$ cat src/hdl/fft8_pkg.sv
`timescale 1ns / 1ps

package fft8_pkg;

  // Frame geometry.
  localparam int unsigned FRAME_LEN = 8;
  localparam logic [2:0]  LAST_SLOT = 3'd7;
  localparam logic [2:0]  LAST_BIN  = 3'd7;
  localparam logic [1:0]  LAST_K    = 2'd3;

  // sqrt(0.5) scaled by 2^32, rounded; the twiddle constant is derived from it.
  localparam logic [63:0] ROOT_HALF_Q32 = 64'd3037000500;

  // Steps of the per-bin-pair schedule.
  localparam logic [2:0] STEP_DFT   = 3'd0;
  localparam logic [2:0] STEP_ISS_F = 3'd1;
  localparam logic [2:0] STEP_ISS_L = 3'd4;
  localparam logic [2:0] STEP_ACC_F = 3'd2;
  localparam logic [2:0] STEP_ACC_L = 3'd5;
  localparam logic [2:0] STEP_BFLY  = 3'd6;

  // Twiddle products, in the order the shared multiplier handles them.
  localparam logic [1:0] PROD_TR_A = 2'd0;  // real(O) term of the real part
  localparam logic [1:0] PROD_TR_B = 2'd1;  // imag(O) term of the real part
  localparam logic [1:0] PROD_TI_A = 2'd2;  // real(O) term of the imaginary part
  localparam logic [1:0] PROD_TI_B = 2'd3;  // imag(O) term of the imaginary part

  // Control from the sequencer to the datapath.
  typedef struct packed {
    logic       load;
    logic       calc;
    logic       emit;
    logic       dft_en;
    logic       iss_en;
    logic       acc_en;
    logic       bfly_en;
    logic [1:0] k;
    logic [1:0] mul_sel;
    logic [1:0] acc_sel;
    logic [2:0] bin;
  } fft8_ctl_t;

endpackage

$ cat src/hdl/fft8_dft4.sv
`timescale 1ns / 1ps

module fft8_dft4 import fft8_pkg::*; #(
  parameter int unsigned W = 16
) (
  input  logic signed [W-1:0]   re_i [4],
  input  logic signed [W-1:0]   im_i [4],
  input  logic        [1:0]     k_i,
  output logic signed [W+1:0]   re_o,
  output logic signed [W+1:0]   im_o
);

  logic signed [W+1:0] r0, r1, r2, r3, i0, i1, i2, i3;

  // Widen all terms so that the four-term sums cannot overflow.
  assign r0 = (W+2)'(re_i[0]);
  assign r1 = (W+2)'(re_i[1]);
  assign r2 = (W+2)'(re_i[2]);
  assign r3 = (W+2)'(re_i[3]);
  assign i0 = (W+2)'(im_i[0]);
  assign i1 = (W+2)'(im_i[1]);
  assign i2 = (W+2)'(im_i[2]);
  assign i3 = (W+2)'(im_i[3]);

  // One bin of the 4-point DFT; k picks the sign and swap pattern.
  always_comb begin
    unique case (k_i)
      2'd0: begin
        re_o = r0 + r1 + r2 + r3;
        im_o = i0 + i1 + i2 + i3;
      end
      2'd1: begin
        re_o = r0 + i1 - r2 - i3;
        im_o = i0 - r1 - i2 + r3;
      end
      2'd2: begin
        re_o = r0 - r1 + r2 - r3;
        im_o = i0 - i1 + i2 - i3;
      end
      default: begin
        re_o = r0 - i1 - r2 + i3;
        im_o = i0 + r1 - i2 - r3;
      end
    endcase
  end

endmodule

$ cat src/hdl/fft8_rmul.sv
`timescale 1ns / 1ps

module fft8_rmul import fft8_pkg::*; #(
  parameter int unsigned AW   = 18,
  parameter int unsigned CW   = 17,
  parameter int unsigned FRAC = 15,
  parameter int unsigned RW   = 19
) (
  input  logic                 clk_i,
  input  logic                 en_i,
  input  logic signed [AW-1:0] a_i,
  input  logic signed [CW-1:0] c_i,
  output logic signed [RW-1:0] p_o
);

  localparam int unsigned PW = AW + CW;
  localparam logic signed [PW-1:0] Half = {{(PW-FRAC){1'b0}}, 1'b1, {(FRAC-1){1'b0}}};

  logic signed [PW-1:0] prod;
  logic signed [PW-1:0] biased;
  logic signed [PW-1:0] shifted;
  logic signed [RW-1:0] p_d, p_q;

  // Fixed-point product, rounded to nearest with ties toward plus infinity.
  assign prod    = a_i * c_i;
  assign biased  = prod + Half;
  assign shifted = biased >>> FRAC;
  assign p_d     = RW'(shifted);

  // The product register only loads on the cycles that issue a product.
  always_ff @(posedge clk_i) begin
    if (en_i) begin
      p_q <= p_d;
    end
  end

  assign p_o = p_q;

endmodule

$ cat src/hdl/fft8_ctrl.sv
`timescale 1ns / 1ps

module fft8_ctrl import fft8_pkg::*; (
  input  logic      clk_i,
  input  logic      rst_ni,
  input  logic      frame_done_i,
  input  logic      out_take_i,
  output fft8_ctl_t ctl_o
);

  typedef enum logic [2:0] {
    ST_LOAD = 3'b001,
    ST_CALC = 3'b010,
    ST_EMIT = 3'b100
  } fft8_state_e;

  fft8_state_e state_d, state_q;
  logic [1:0]  k_d, k_q;
  logic [2:0]  step_d, step_q;
  logic [2:0]  bin_d, bin_q;

  // Load, then seven steps per bin pair, then emission of eight bins.
  always_comb begin
    state_d = state_q;
    k_d     = k_q;
    step_d  = step_q;
    bin_d   = bin_q;
    unique case (state_q)
      ST_LOAD: begin
        if (frame_done_i) begin
          state_d = ST_CALC;
          k_d     = '0;
          step_d  = STEP_DFT;
        end
      end
      ST_CALC: begin
        if (step_q == STEP_BFLY) begin
          step_d = STEP_DFT;
          k_d    = k_q + 2'd1;
          if (k_q == LAST_K) begin
            state_d = ST_EMIT;
            bin_d   = '0;
          end
        end else begin
          step_d = step_q + 3'd1;
        end
      end
      ST_EMIT: begin
        if (out_take_i) begin
          bin_d = bin_q + 3'd1;
          if (bin_q == LAST_BIN) begin
            state_d = ST_LOAD;
          end
        end
      end
      default: begin
        state_d = ST_LOAD;
      end
    endcase
  end

  always_ff @(posedge clk_i or negedge rst_ni) begin
    if (!rst_ni) begin
      state_q <= ST_LOAD;
      k_q     <= '0;
      step_q  <= STEP_DFT;
      bin_q   <= '0;
    end else begin
      state_q <= state_d;
      k_q     <= k_d;
      step_q  <= step_d;
      bin_q   <= bin_d;
    end
  end

  // Decode the schedule for the datapath.
  always_comb begin
    ctl_o.load    = (state_q == ST_LOAD);
    ctl_o.calc    = (state_q == ST_CALC);
    ctl_o.emit    = (state_q == ST_EMIT);
    ctl_o.dft_en  = ctl_o.calc && (step_q == STEP_DFT);
    ctl_o.iss_en  = ctl_o.calc && (step_q >= STEP_ISS_F) && (step_q <= STEP_ISS_L);
    ctl_o.acc_en  = ctl_o.calc && (step_q >= STEP_ACC_F) && (step_q <= STEP_ACC_L);
    ctl_o.bfly_en = ctl_o.calc && (step_q == STEP_BFLY);
    ctl_o.k       = k_q;
    ctl_o.mul_sel = 2'(step_q - STEP_ISS_F);
    ctl_o.acc_sel = 2'(step_q - STEP_ACC_F);
    ctl_o.bin     = bin_q;
  end

endmodule

$ cat src/hdl/fft_8point_complex_top.sv
`timescale 1ns / 1ps

// 8-point forward FFT on complex samples, radix-2 decimation in time.
//
// Input channel (s_axis): one complex sample per word, natural order, real part
// in the low half of tdata. Every eighth word completes a frame.
// Output channel (m_axis): eight words per frame in bin order 0..7; tuser
// carries the bin number and tlast marks bin 7.
//
// Timing: the first seven samples of a frame are taken one per cycle. After
// the eighth, the shared twiddle multiplier works through four bin pairs,
// each through its steps (4-point DFT bins, four products, the multiplier
// output register, one butterfly), before bin 0 appears.
// Bins then leave one per cycle while the receiver is ready. While bins are
// being emitted the first seven samples of the next frame can already be
// taken. Throughput is limited by the single multiplier and the unbuffered
// result bank.
//
// Reset empties the frame and returns to loading. When the receiver stalls,
// the current bin holds on m_axis, and once seven samples of the next frame
// are held, s_axis_tready stays low until the last bin has been taken.
module fft_8point_complex_top import fft8_pkg::*; #(
  parameter int unsigned SAMPLE_WIDTH      = 16,
  parameter int unsigned TWIDDLE_FRAC_BITS = 15
) (
  input  logic                  clk_i,
  input  logic                  rst_ni,
  input  logic                  s_axis_tvalid_i,
  output logic                  s_axis_tready_o,
  // sample_real, sample_imag
  input  logic [((2*SAMPLE_WIDTH+7)/8)*8-1:0] s_axis_tdata_i,
  output logic                  m_axis_tvalid_o,
  input  logic                  m_axis_tready_i,
  // result_real, result_imag
  output logic [((2*(SAMPLE_WIDTH+4)+7)/8)*8-1:0] m_axis_tdata_o,
  // bin_index
  output logic [2:0]            m_axis_tuser_o,
  output logic                  m_axis_tlast_o
);

  localparam int unsigned SW  = SAMPLE_WIDTH;
  localparam int unsigned FB  = TWIDDLE_FRAC_BITS;
  localparam int unsigned EW  = SW + 2;   // 4-point DFT outputs
  localparam int unsigned CW  = FB + 2;   // twiddle coefficients
  localparam int unsigned RW  = SW + 3;   // rounded products
  localparam int unsigned OW  = SW + 4;   // twiddled terms and results

  localparam int unsigned ShiftQ = 32 - FB;
  localparam logic [63:0] RootHalfWide =
      (ROOT_HALF_Q32 + (64'd1 << (ShiftQ - 1))) >> ShiftQ;
  localparam logic signed [CW-1:0] CoefC   = CW'(RootHalfWide);
  localparam logic signed [CW-1:0] CoefOne = {2'b01, {FB{1'b0}}};
  localparam logic signed [CW-1:0] CoefNc  = -CoefC;
  localparam logic signed [CW-1:0] CoefNo  = -CoefOne;
  localparam logic signed [CW-1:0] CoefZ   = '0;

  fft8_ctl_t ctl;

  logic s_take, m_take, frame_done;
  logic [2:0] fill_d, fill_q;

  logic signed [SW-1:0] smp_re_q [FRAME_LEN];
  logic signed [SW-1:0] smp_im_q [FRAME_LEN];
  logic signed [SW-1:0] in_re, in_im;

  logic signed [SW-1:0] ev_re [4], ev_im [4], od_re [4], od_im [4];
  logic signed [EW-1:0] e_re_d, e_im_d, o_re_d, o_im_d;
  logic signed [EW-1:0] e_re_q, e_im_q, o_re_q, o_im_q;

  logic signed [EW-1:0] mul_a;
  logic signed [CW-1:0] mul_c;
  logic signed [RW-1:0] prod;
  logic signed [OW-1:0] tr_d, tr_q, ti_d, ti_q;

  logic signed [OW-1:0] res_re_q [FRAME_LEN];
  logic signed [OW-1:0] res_im_q [FRAME_LEN];
  logic signed [OW-1:0] e_re_x, e_im_x;

  // Handshakes. The eighth sample is only taken while loading.
  assign s_axis_tready_o = ctl.load || (ctl.emit && (fill_q != LAST_SLOT));
  assign s_take          = s_axis_tvalid_i && s_axis_tready_o;
  assign m_take          = m_axis_tvalid_o && m_axis_tready_i;
  assign frame_done      = s_take && (fill_q == LAST_SLOT);

  fft8_ctrl u_ctrl (
    .clk_i        (clk_i),
    .rst_ni       (rst_ni),
    .frame_done_i (frame_done),
    .out_take_i   (m_take),
    .ctl_o        (ctl)
  );

  // Fill counter; it wraps to zero when a frame is complete.
  assign fill_d = fill_q + 3'd1;

  always_ff @(posedge clk_i or negedge rst_ni) begin
    if (!rst_ni) begin
      fill_q <= '0;
    end else if (s_take) begin
      fill_q <= fill_d;
    end
  end

  // Sample store.
  assign in_re = s_axis_tdata_i[SW-1:0];
  assign in_im = s_axis_tdata_i[2*SW-1:SW];

  always_ff @(posedge clk_i) begin
    if (s_take) begin
      smp_re_q[fill_q] <= in_re;
      smp_im_q[fill_q] <= in_im;
    end
  end

  // Even and odd halves feed the two 4-point DFTs.
  always_comb begin
    for (int i = 0; i < 4; i++) begin
      ev_re[i] = smp_re_q[2*i];
      ev_im[i] = smp_im_q[2*i];
      od_re[i] = smp_re_q[2*i+1];
      od_im[i] = smp_im_q[2*i+1];
    end
  end

  fft8_dft4 #(.W(SW)) u_dft_even (
    .re_i (ev_re),
    .im_i (ev_im),
    .k_i  (ctl.k),
    .re_o (e_re_d),
    .im_o (e_im_d)
  );

  fft8_dft4 #(.W(SW)) u_dft_odd (
    .re_i (od_re),
    .im_i (od_im),
    .k_i  (ctl.k),
    .re_o (o_re_d),
    .im_o (o_im_d)
  );

  always_ff @(posedge clk_i) begin
    if (ctl.dft_en) begin
      e_re_q <= e_re_d;
      e_im_q <= e_im_d;
      o_re_q <= o_re_d;
      o_im_q <= o_im_d;
    end
  end

  // Operand and twiddle coefficient for the shared multiplier.
  assign mul_a = ((ctl.mul_sel == PROD_TR_A) || (ctl.mul_sel == PROD_TI_A)) ? o_re_q : o_im_q;

  always_comb begin
    unique case (ctl.k)
      2'd0: begin
        unique case (ctl.mul_sel)
          PROD_TR_A: mul_c = CoefOne;
          PROD_TR_B: mul_c = CoefZ;
          PROD_TI_A: mul_c = CoefZ;
          default:   mul_c = CoefOne;
        endcase
      end
      2'd1: begin
        unique case (ctl.mul_sel)
          PROD_TR_A: mul_c = CoefC;
          PROD_TR_B: mul_c = CoefNc;
          PROD_TI_A: mul_c = CoefNc;
          default:   mul_c = CoefC;
        endcase
      end
      2'd2: begin
        unique case (ctl.mul_sel)
          PROD_TR_A: mul_c = CoefZ;
          PROD_TR_B: mul_c = CoefNo;
          PROD_TI_A: mul_c = CoefNo;
          default:   mul_c = CoefZ;
        endcase
      end
      default: begin
        mul_c = CoefNc;
      end
    endcase
  end

  fft8_rmul #(
    .AW   (EW),
    .CW   (CW),
    .FRAC (FB),
    .RW   (RW)
  ) u_rmul (
    .clk_i (clk_i),
    .en_i  (ctl.iss_en),
    .a_i   (mul_a),
    .c_i   (mul_c),
    .p_o   (prod)
  );

  // Build the twiddled term from the four rounded products.
  always_comb begin
    tr_d = tr_q;
    ti_d = ti_q;
    unique case (ctl.acc_sel)
      PROD_TR_A: tr_d = OW'(prod);
      PROD_TR_B: tr_d = tr_q - OW'(prod);
      PROD_TI_A: ti_d = OW'(prod);
      default:   ti_d = ti_q + OW'(prod);
    endcase
  end

  always_ff @(posedge clk_i) begin
    if (ctl.acc_en) begin
      tr_q <= tr_d;
      ti_q <= ti_d;
    end
  end

  // Radix-2 butterfly writes bins k and k+4.
  assign e_re_x = OW'(e_re_q);
  assign e_im_x = OW'(e_im_q);

  always_ff @(posedge clk_i) begin
    if (ctl.bfly_en) begin
      res_re_q[{1'b0, ctl.k}] <= e_re_x + tr_q;
      res_im_q[{1'b0, ctl.k}] <= e_im_x + ti_q;
      res_re_q[{1'b1, ctl.k}] <= e_re_x - tr_q;
      res_im_q[{1'b1, ctl.k}] <= e_im_x - ti_q;
    end
  end

  // Output words come straight from the result bank.
  assign m_axis_tvalid_o = ctl.emit;
  assign m_axis_tuser_o  = ctl.bin;
  assign m_axis_tlast_o  = (ctl.bin == LAST_BIN);

  always_comb begin
    m_axis_tdata_o             = '0;
    m_axis_tdata_o[OW-1:0]     = res_re_q[ctl.bin];
    m_axis_tdata_o[2*OW-1:OW]  = res_im_q[ctl.bin];
  end

  // The eighth sample starts the computation, so the next cycle takes nothing.
  a_frame_start: assert property (@(posedge clk_i) disable iff (!rst_ni)
    frame_done |=> (!s_axis_tready_o && !m_axis_tvalid_o))
    else $error("frame start did not enter the computation");

  // After the last bin leaves, no further word is offered.
  a_frame_end: assert property (@(posedge clk_i) disable iff (!rst_ni)
    (m_take && m_axis_tlast_o) |=> !m_axis_tvalid_o)
    else $error("output continued past the last bin");

  // No samples of a new frame are held while the transform is computed.
  a_calc_empty: assert property (@(posedge clk_i) disable iff (!rst_ni)
    ctl.calc |-> (fill_q == 3'd0))
    else $error("samples accepted during computation");

endmodule

$ cat config.mk
export PLATFORM = sky130hd
export DESIGN_NAME = fft_8point_complex_top
export DESIGN_NICKNAME = d
export VERILOG_FILES = /design/src/hdl/fft8_pkg.sv /design/src/hdl/fft8_dft4.sv /design/src/hdl/fft8_rmul.sv /design/src/hdl/fft8_ctrl.sv /design/src/hdl/fft_8point_complex_top.sv
export SDC_FILE = /design/constraint.sdc
export NUM_CORES = 2
export LEC_CHECK = 0
export BUFFER_PORTS_ARGS = -buffer_cell sky130_fd_sc_hd__buf_2
export CORE_AREA = 2 2 411 413
export CTS_CLUSTER_SIZE = 16
export DETAILED_ROUTE_END_ITERATION = 6
export DIE_AREA = 0 0 413 415
export GPL_TIMING_DRIVEN = 1
export SYNTH_ARGS = -nofsm -noshare
export SYNTH_HDL_FRONTEND = slang
export SYNTH_SLANG_ARGS = --single-unit
$ cat constraint.sdc
create_clock -name clk_i -period 8.83 [get_ports clk_i]
set_input_delay 0.883 -clock clk_i [delete_from_list [all_inputs] [get_ports clk_i]]
set_output_delay 0.883 -clock clk_i [all_outputs]
set_load 0.01 [all_outputs]
# After elaboration in Yosys (flattened, before gate mapping)
# Memory sizes are Yosys's and may differ from the RTL's.
# Cells that the tools add are included.
[word_totals]
regBits = 145
latch_bits = 0
ram_bits = 576
mem_bits_ro = 0
inputBits = 36
out_inout_bits = 46
elab_cells = 160
n_memories = 4
[classes]
add_sub_neg = 61
multipliers = 1
div = 0
order_cmp = 4
n_eq_ne = 19
shifts = 0
mux = 31
bitwise = 1
n_reduce_logical = 27
[mem_list]
columns = ["name", "words", "word_bits", "rd", "rd_clocked_by_memory_dff", "write_ports", "line", "text"]
rows = [
  ["res_im_q", 8, 20, 1, 0, 2, "fft_8point_complex_top.sv:76", "logic signed [OW-1:0] res_im_q [FRAME_LEN];"],
  ["res_re_q", 8, 20, 1, 0, 2, "fft_8point_complex_top.sv:75", "logic signed [OW-1:0] res_re_q [FRAME_LEN];"],
  ["smp_im_q", 8, 16, 8, 0, 1, "fft_8point_complex_top.sv:63", "logic signed [SW-1:0] smp_im_q [FRAME_LEN];"],
  ["smp_re_q", 8, 16, 8, 0, 1, "fft_8point_complex_top.sv:62", "logic signed [SW-1:0] smp_re_q [FRAME_LEN];"],
]
[op_table]
columns = ["op", "n"]
rows = [
  ["$pmux W18 S3", 4],
  ["$add A17 B16 Y18", 8],
  ["$add A18 B16 Y18", 8],
  ["$sub A17 B16 Y18", 8],
  ["$sub A18 B16 Y18", 8],
  ["$add A16 B16 Y17", 8],
  ["$sub A16 B16 Y17", 8],
  ["$pmux W20 S2", 2],
  ["$pmux W17 S3", 1],
  ["$add A18 B20 Y20", 2],
  ["$sub A18 B20 Y20", 2],
  ["$add A34 B16 Y34 const B", 1],
  ["$mul A18 B17 Y34", 1],
  ["$mux W17", 2],
  ["$mux W3", 10],
  ["$add A20 B19 Y20", 1],
  ["$sub A20 B19 Y20", 1],
  ["$mux W18", 1],
  ["$mux W16", 1],
  ["$eq A3 B3 Y1 const B", 4],
  ["$pmux W3 S2", 2],
  ["$logic_and A1 B1 Y1", 10],
  ["$ne A2 B1 Y1 const B", 5],
  ["$add A3 B1 Y3 const B", 3],
  ["25 further kinds", 43],
]

# Logic depth before layout (Yosys ltp)
[depth]
word_depth = 7
mapped_depth = 32
depth_no_buf = 29

# Hierarchy
# From an unflattened synthesis, not the netlist that was laid out.
[hier_totals]
cells_unflattened = 6144
area_unflattened_um2 = 68390.6
[by_module_without_submodules]
columns = ["module", "n_inst", "cells_each", "area_per_inst_um2", "seq_area_each_um2"]
rows = [
  ["fft_8point_complex_top", 1, 1798, 29308.1, 20494.7],
  ["fft8_dft4 (u_dft_odd)", 1, 1555, 13586.8, 0.0],
  ["fft8_dft4 (u_dft_even)", 1, 1507, 13401.6, 0.0],
  ["fft8_rmul", 1, 1209, 11369.7, 570.5],
  ["fft8_ctrl", 1, 75, 724.4, 276.5],
]

# Least setup slack after synthesis
# No wires, ideal clock.
[synth_path]
path_kind = "reg2reg"
start = "reg u_ctrl.step_q[0]"
end = "reg u_rmul.p_q[18] (netlist: u_rmul.p_o[18]) (data pin)"
setup_ns = 0.260
arrival_time_ns = 7.523
required_ns = 8.570
slack_ns = 1.047
stages_incl_launch_ff = 30
path_buffers = 1
synth_period_minus_slack_ns = 7.783
cell_sequence = "dfrtp_1 -> buf_4 -> inv_1 -> ha_1 -> xor2_1 -> nor3_1 -> nor3_1 -> inv_1 -> fa_1 -> inv_1 -> fa_1 -> inv_1 -> fa_1 -> inv_1 -> fa_1 -> fa_1 -> inv_1 -> fa_1 -> inv_1 -> ha_1 -> a21o_1 -> a21oi_1 -> nor2b_1 -> o21ai_0 -> o211ai_1 -> o21ai_1 -> a41o_1 -> a31oi_1 -> o21bai_1 -> xnor2_1"
[synth_via]
elab_chain_len = 7
word_cells_on_any_way = 13
cone_classes = "add/sub (2); mul (1); eq/ne (2); mux (5); reduce/logical (3)"
[synth_lines]
columns = ["element", "line", "text"]
rows = [
  ["start: declaration", "fft8_ctrl.sv:19", "logic [2:0] step_d, step_q;"],
  ["start signal: assignment", "fft8_ctrl.sv:71", "step_q <= step_d;"],
  ["$sub A2 B1 Y2 (*)", "fft8_ctrl.sv:86", "ctl_o.mul_sel = 2'(step_q - STEP_ISS_F);"],
  ["$eq A2 B2 Y1 / $eq A2 B1 Y1 (equally long branches)", "n/a", ""],
  ["$reduce_or A2 Y1 (no source line)", "n/a", ""],
  ["$mux W17, or another cell as far along", "fft_8point_complex_top.sv:164", "unique case (ctl.mul_sel)"],
  ["$pmux W17 S3", "fft_8point_complex_top.sv:154", "unique case (ctl.k)"],
  ["$mul A18 B17 Y34 (*)", "fft8_rmul.sv:25", "assign prod = a_i * c_i;"],
  ["$add A34 B16 Y34 (*)", "fft8_rmul.sv:26", "assign biased = prod + Half;"],
  ["via u_rmul.biased[33]", "fft8_rmul.sv:20", "logic signed [PW-1:0] biased;"],
  ["end signal: assignment", "fft8_rmul.sv:33", "p_q <= p_d;"],
  ["end: declaration", "fft8_rmul.sv:22", "logic signed [RW-1:0] p_d, p_q;"],
]
# Mark *: on every way through the listed nets, which the timed path passes. The rest lies on a longest branch.
# A chain may end at the register's enable or synchronous reset.

# Worst setup path in the final report
[layout_path]
start = "reg u_ctrl.step_q[1]"
end = "reg u_rmul.p_q[18] (netlist: u_rmul.p_o[18]) (data pin)"
# The elaborated chain is that of the path after synthesis.

==> flow_metrics.env <==
export IMPL_status="complete, no violations"
export IMPL_core_area_um2=167000
export IMPL_antenna_left=0
export IMPL_yosysTopAreaCell="edfxtp_1"
export IMPL_drtIter0Drc=2965
export IMPL_tightestPinTransition_ps=1100
export IMPL_drive_gt1_frac=0.0861
export IMPL_synth_distinct_cells=92
export IMPL_clkLatencyLatePin_ps=750
export IMPL_seq_area_frac_synth=0.339
export IMPL_post_dp_hpwl_um=134000
export IMPL_p_per_area_nw_per_um2=272
export IMPL_die_w_um=413
export IMPL_relSlewSlack=0.268
export IMPL_start_kind="flip-flop"
export IMPL_grt_ovfl_total=0
export IMPL_fin_ws_ps=620
export IMPL_postSynthCellCount=5214
export IMPL_async_flop_share=0.0196
export IMPL_initial_core_util=0.378
export IMPL_cts_made_buffers=84
export IMPL_worstPathArrival_ps=8680
export IMPL_dieArea_um2=171000
export IMPL_synth_nets=6542
export IMPL_synth_edf_count=699
export IMPL_syn2layout_area_growth_pct=9.78
export IMPL_avgSynthCellArea_um2=12.1
export IMPL_pin_count=82
export IMPL_synth_seq_cells=713
export IMPL_r2r_end="u_rmul.p_o[18]$_DFFE_PP_"
export IMPL_grt_pass1_vias=42600
export IMPL_critPathKind="reg2reg"
export IMPL_avgRoutedWirePerCell_um=22.1
export IMPL_p_leak_nw=28.0
export IMPL_place_gp_congestion=0.970
export IMPL_rsz0062_at_grt="no"
export IMPL_cts_sink_count=713
export IMPL_ys_top_cells_by_count="801 x fa_1, 740 x inv_1, 699 x edfxtp_1, 491 x ha_1, 281 x nor2_1"
export IMPL_clk_transition_reported_paths_ps=60
export IMPL_end_kind="flip-flop"
export IMPL_via_count=39900
export IMPL_dr_pass1_iters=5
export IMPL_regToRegStartpoint="u_ctrl.step_q[1]$_DFFE_PN0P_"
export IMPL_skew_ps=65.0
export IMPL_fin_util=0.415
export IMPL_groute_usage_overall=0.199
export IMPL_die_y_um=415
export IMPL_hold_viol=0
export IMPL_ctsHtreeMaxLevel=3
export IMPL_num_rows=150
export IMPL_fin_crit_ps=8210
export IMPL_ys_warn_count=0
export IMPL_drt_wl_total_um=168000
export IMPL_final_nets=6649
export IMPL_fillers=15600
export IMPL_hold_buffers=0
export IMPL_r2r_setup_slack_ps=620
export IMPL_synth_most_common_cell="fa_1"
export IMPL_drc=0
export IMPL_synth_area_um2=63000
export IMPL_r2r_cells=27
export IMPL_max_freq_mhz=122
export IMPL_total_power_mw=18.8
export IMPL_crit_path_end="u_rmul.p_o[18]$_DFFE_PP_"
export IMPL_setup_viol=0
export IMPL_post_route_period_util=0.930
export IMPL_ir_drop_uv=208
export IMPL_cp_required_ps=9300
export IMPL_synth_top_cell_area_share=0.333
export IMPL_root_buffer="clkbuf_16"
export IMPL_hold_class="in2async"
export IMPL_grt_pass1_wl_um=257000
export IMPL_cap_violations=0
export IMPL_portBuffers=81
export IMPL_antenna_found_initial=11
export IMPL_clk_path_buf_depth=3
export IMPL_cts_tree="yes"
export IMPL_tns_ps=0
export IMPL_grt_max_degree=64
export IMPL_via_per_inst=5.26
export IMPL_slew_violations=0
export IMPL_synthTopCellsByArea="edfxtp_1 33%, fa_1 25%, ha_1 9.7%"
export IMPL_path_max_fanout=8
export IMPL_synthFlopType="edfxtp_1"
export IMPL_holdWs_ps=107
export IMPL_preCtsSetupSlack_ps=552
export IMPL_worstSetupStartpoint="u_ctrl.step_q[1]$_DFFE_PN0P_"
[placed cells by master, fill, tap and decap left out, types with 36 or more instances in the layout]
cell type  instances
o21bai_1          43
mux2_2            50
a21oi_1          272
o21ai_0          190
a21o_1            84
o21a_1            50
nand2b_1          51
edfxtp_1         699
nand2_1          201
inv_1            740
clkbuf_16         84
nand3_1           58
nor2b_1           42
a31oi_1           39
fa_1             801
mux4_2            78
nor3_1            95
ha_1             487
buf_4             45
buf_2             81
xnor2_1          240
nor2_1           273
a211oi_1          36
xor2_1           102
[final cells by class]
cell class,count,area (µm²),area share
Clock inverter,58,792,0.0114
Timing Repair Buffer,126,743,0.0107
Sequential cell,713,21400,0.309
Antenna cell,2,5.00,0.0000724
Multi-Input combinational cell,3655,38600,0.558
Inverter,741,2780,0.0402
Clock buffer,97,2150,0.0311
Tap cell,2204,2760,0.0399
[power breakdown]
part / internal [mW] / switching, mW / leakage [nW]
Clock: 2.14 / 1.55 / 1.41
Sequential: 4.05 / 0.306 / 6.48
Combinational: 4.58 / 6.22 / 20.1
[metal layers]
metal | vias to the layer above | share of wire | GRT usage
met2 | 993 | 0.49 | 0.339
li1 | 18300 | - | -
met4 | 2 | 0.029 | 0.0574
met3 | 240 | 0.051 | 0.0280
met1 | 20400 | 0.43 | 0.262
met5 | - | 0.00011 | 0
[flip-flops by register name, summed over array words and instances, names as in the netlist]
signal,flops
u_ctrl.k_q,2
res_im_q,156
e_im_q,18
ti_q,20
o_re_q,18
res_re_q,156
tr_q,20
u_rmul.p_o,19
u_ctrl.state_q,3
u_ctrl.bin_q,3
e_re_q,18
smp_im_q,128
fill_q,3
u_ctrl.step_q,3
o_im_q,18
smp_re_q,128
[stage by stage]
stage / instances / instance area (µm²)
5_1_grt: 7594 / 69200
2_1_floorplan: 5214 / 63000
3_5_place_dp: 7439 / 66200
4_1_cts: 7594 / 69200
6_report: 7596 / 69200
3_3_place_gp: 7439 / 66200
[critical path, cell delays in order, from the launching register on]
cell,delay (ps)
dfrtp_1,430
inv_1,120
ha_1,390
xor2_1,210
a21oi_1,640
or2_2,290
inv_1,210
fa_1,500
fa_1,550
inv_1,60
fa_1,520
inv_1,50
fa_1,470
inv_1,50
fa_1,470
inv_1,50
fa_1,440
ha_1,350
a21oi_1,130
o21ai_0,140
a211oi_1,360
o21ai_0,220
o211ai_1,310
o21ai_1,200
a41o_1,300
a31oi_1,260
o21bai_1,110
xnor2_1,130
[cell families (layout without fill, tap and decap cells)]
logic type,count (synthesis),in the layout,share of synthesized area
AO/OA/AOI/OAI,966,966,0.102
XOR/XNOR,342,342,0.0475
buffers and inverters,846,1022,0.0508
AND/OR/NAND/NOR,893,893,0.0670
adder cells (fa/ha/maj),1292,1292,0.352
flip-flops,713,713,0.339
other,0,2,0
multiplexers,162,162,0.0422
[how the worst min path moves through the flow]
stage | start | to | slack [ps]
floorplan | fill_q[0]$_DFFE_PN0P_ | fill_q[0]$_DFFE_PN0P_ | 490
global placement | u_ctrl.state_q[0]$_DFFE_PN1P_ | u_ctrl.state_q[2]$_DFFE_PN0P_ | 510
detailed placement | u_ctrl.state_q[0]$_DFFE_PN1P_ | u_ctrl.state_q[2]$_DFFE_PN0P_ | 510
CTS | rst_ni | u_ctrl.bin_q[0]$_DFFE_PN0P_ | 50
global route | rst_ni | u_ctrl.bin_q[0]$_DFFE_PN0P_ | 90
finish | rst_ni | u_ctrl.bin_q[0]$_DFFE_PN0P_ | 110
[timing repair]
action                                  in CTS  in global routing
endpoints found under the setup margin       0                  2
endpoints found under the hold margin        0                  0
resized for setup                            0                  1
buffers inserted                             0                  0
Power figures use the tool's default switching activity.
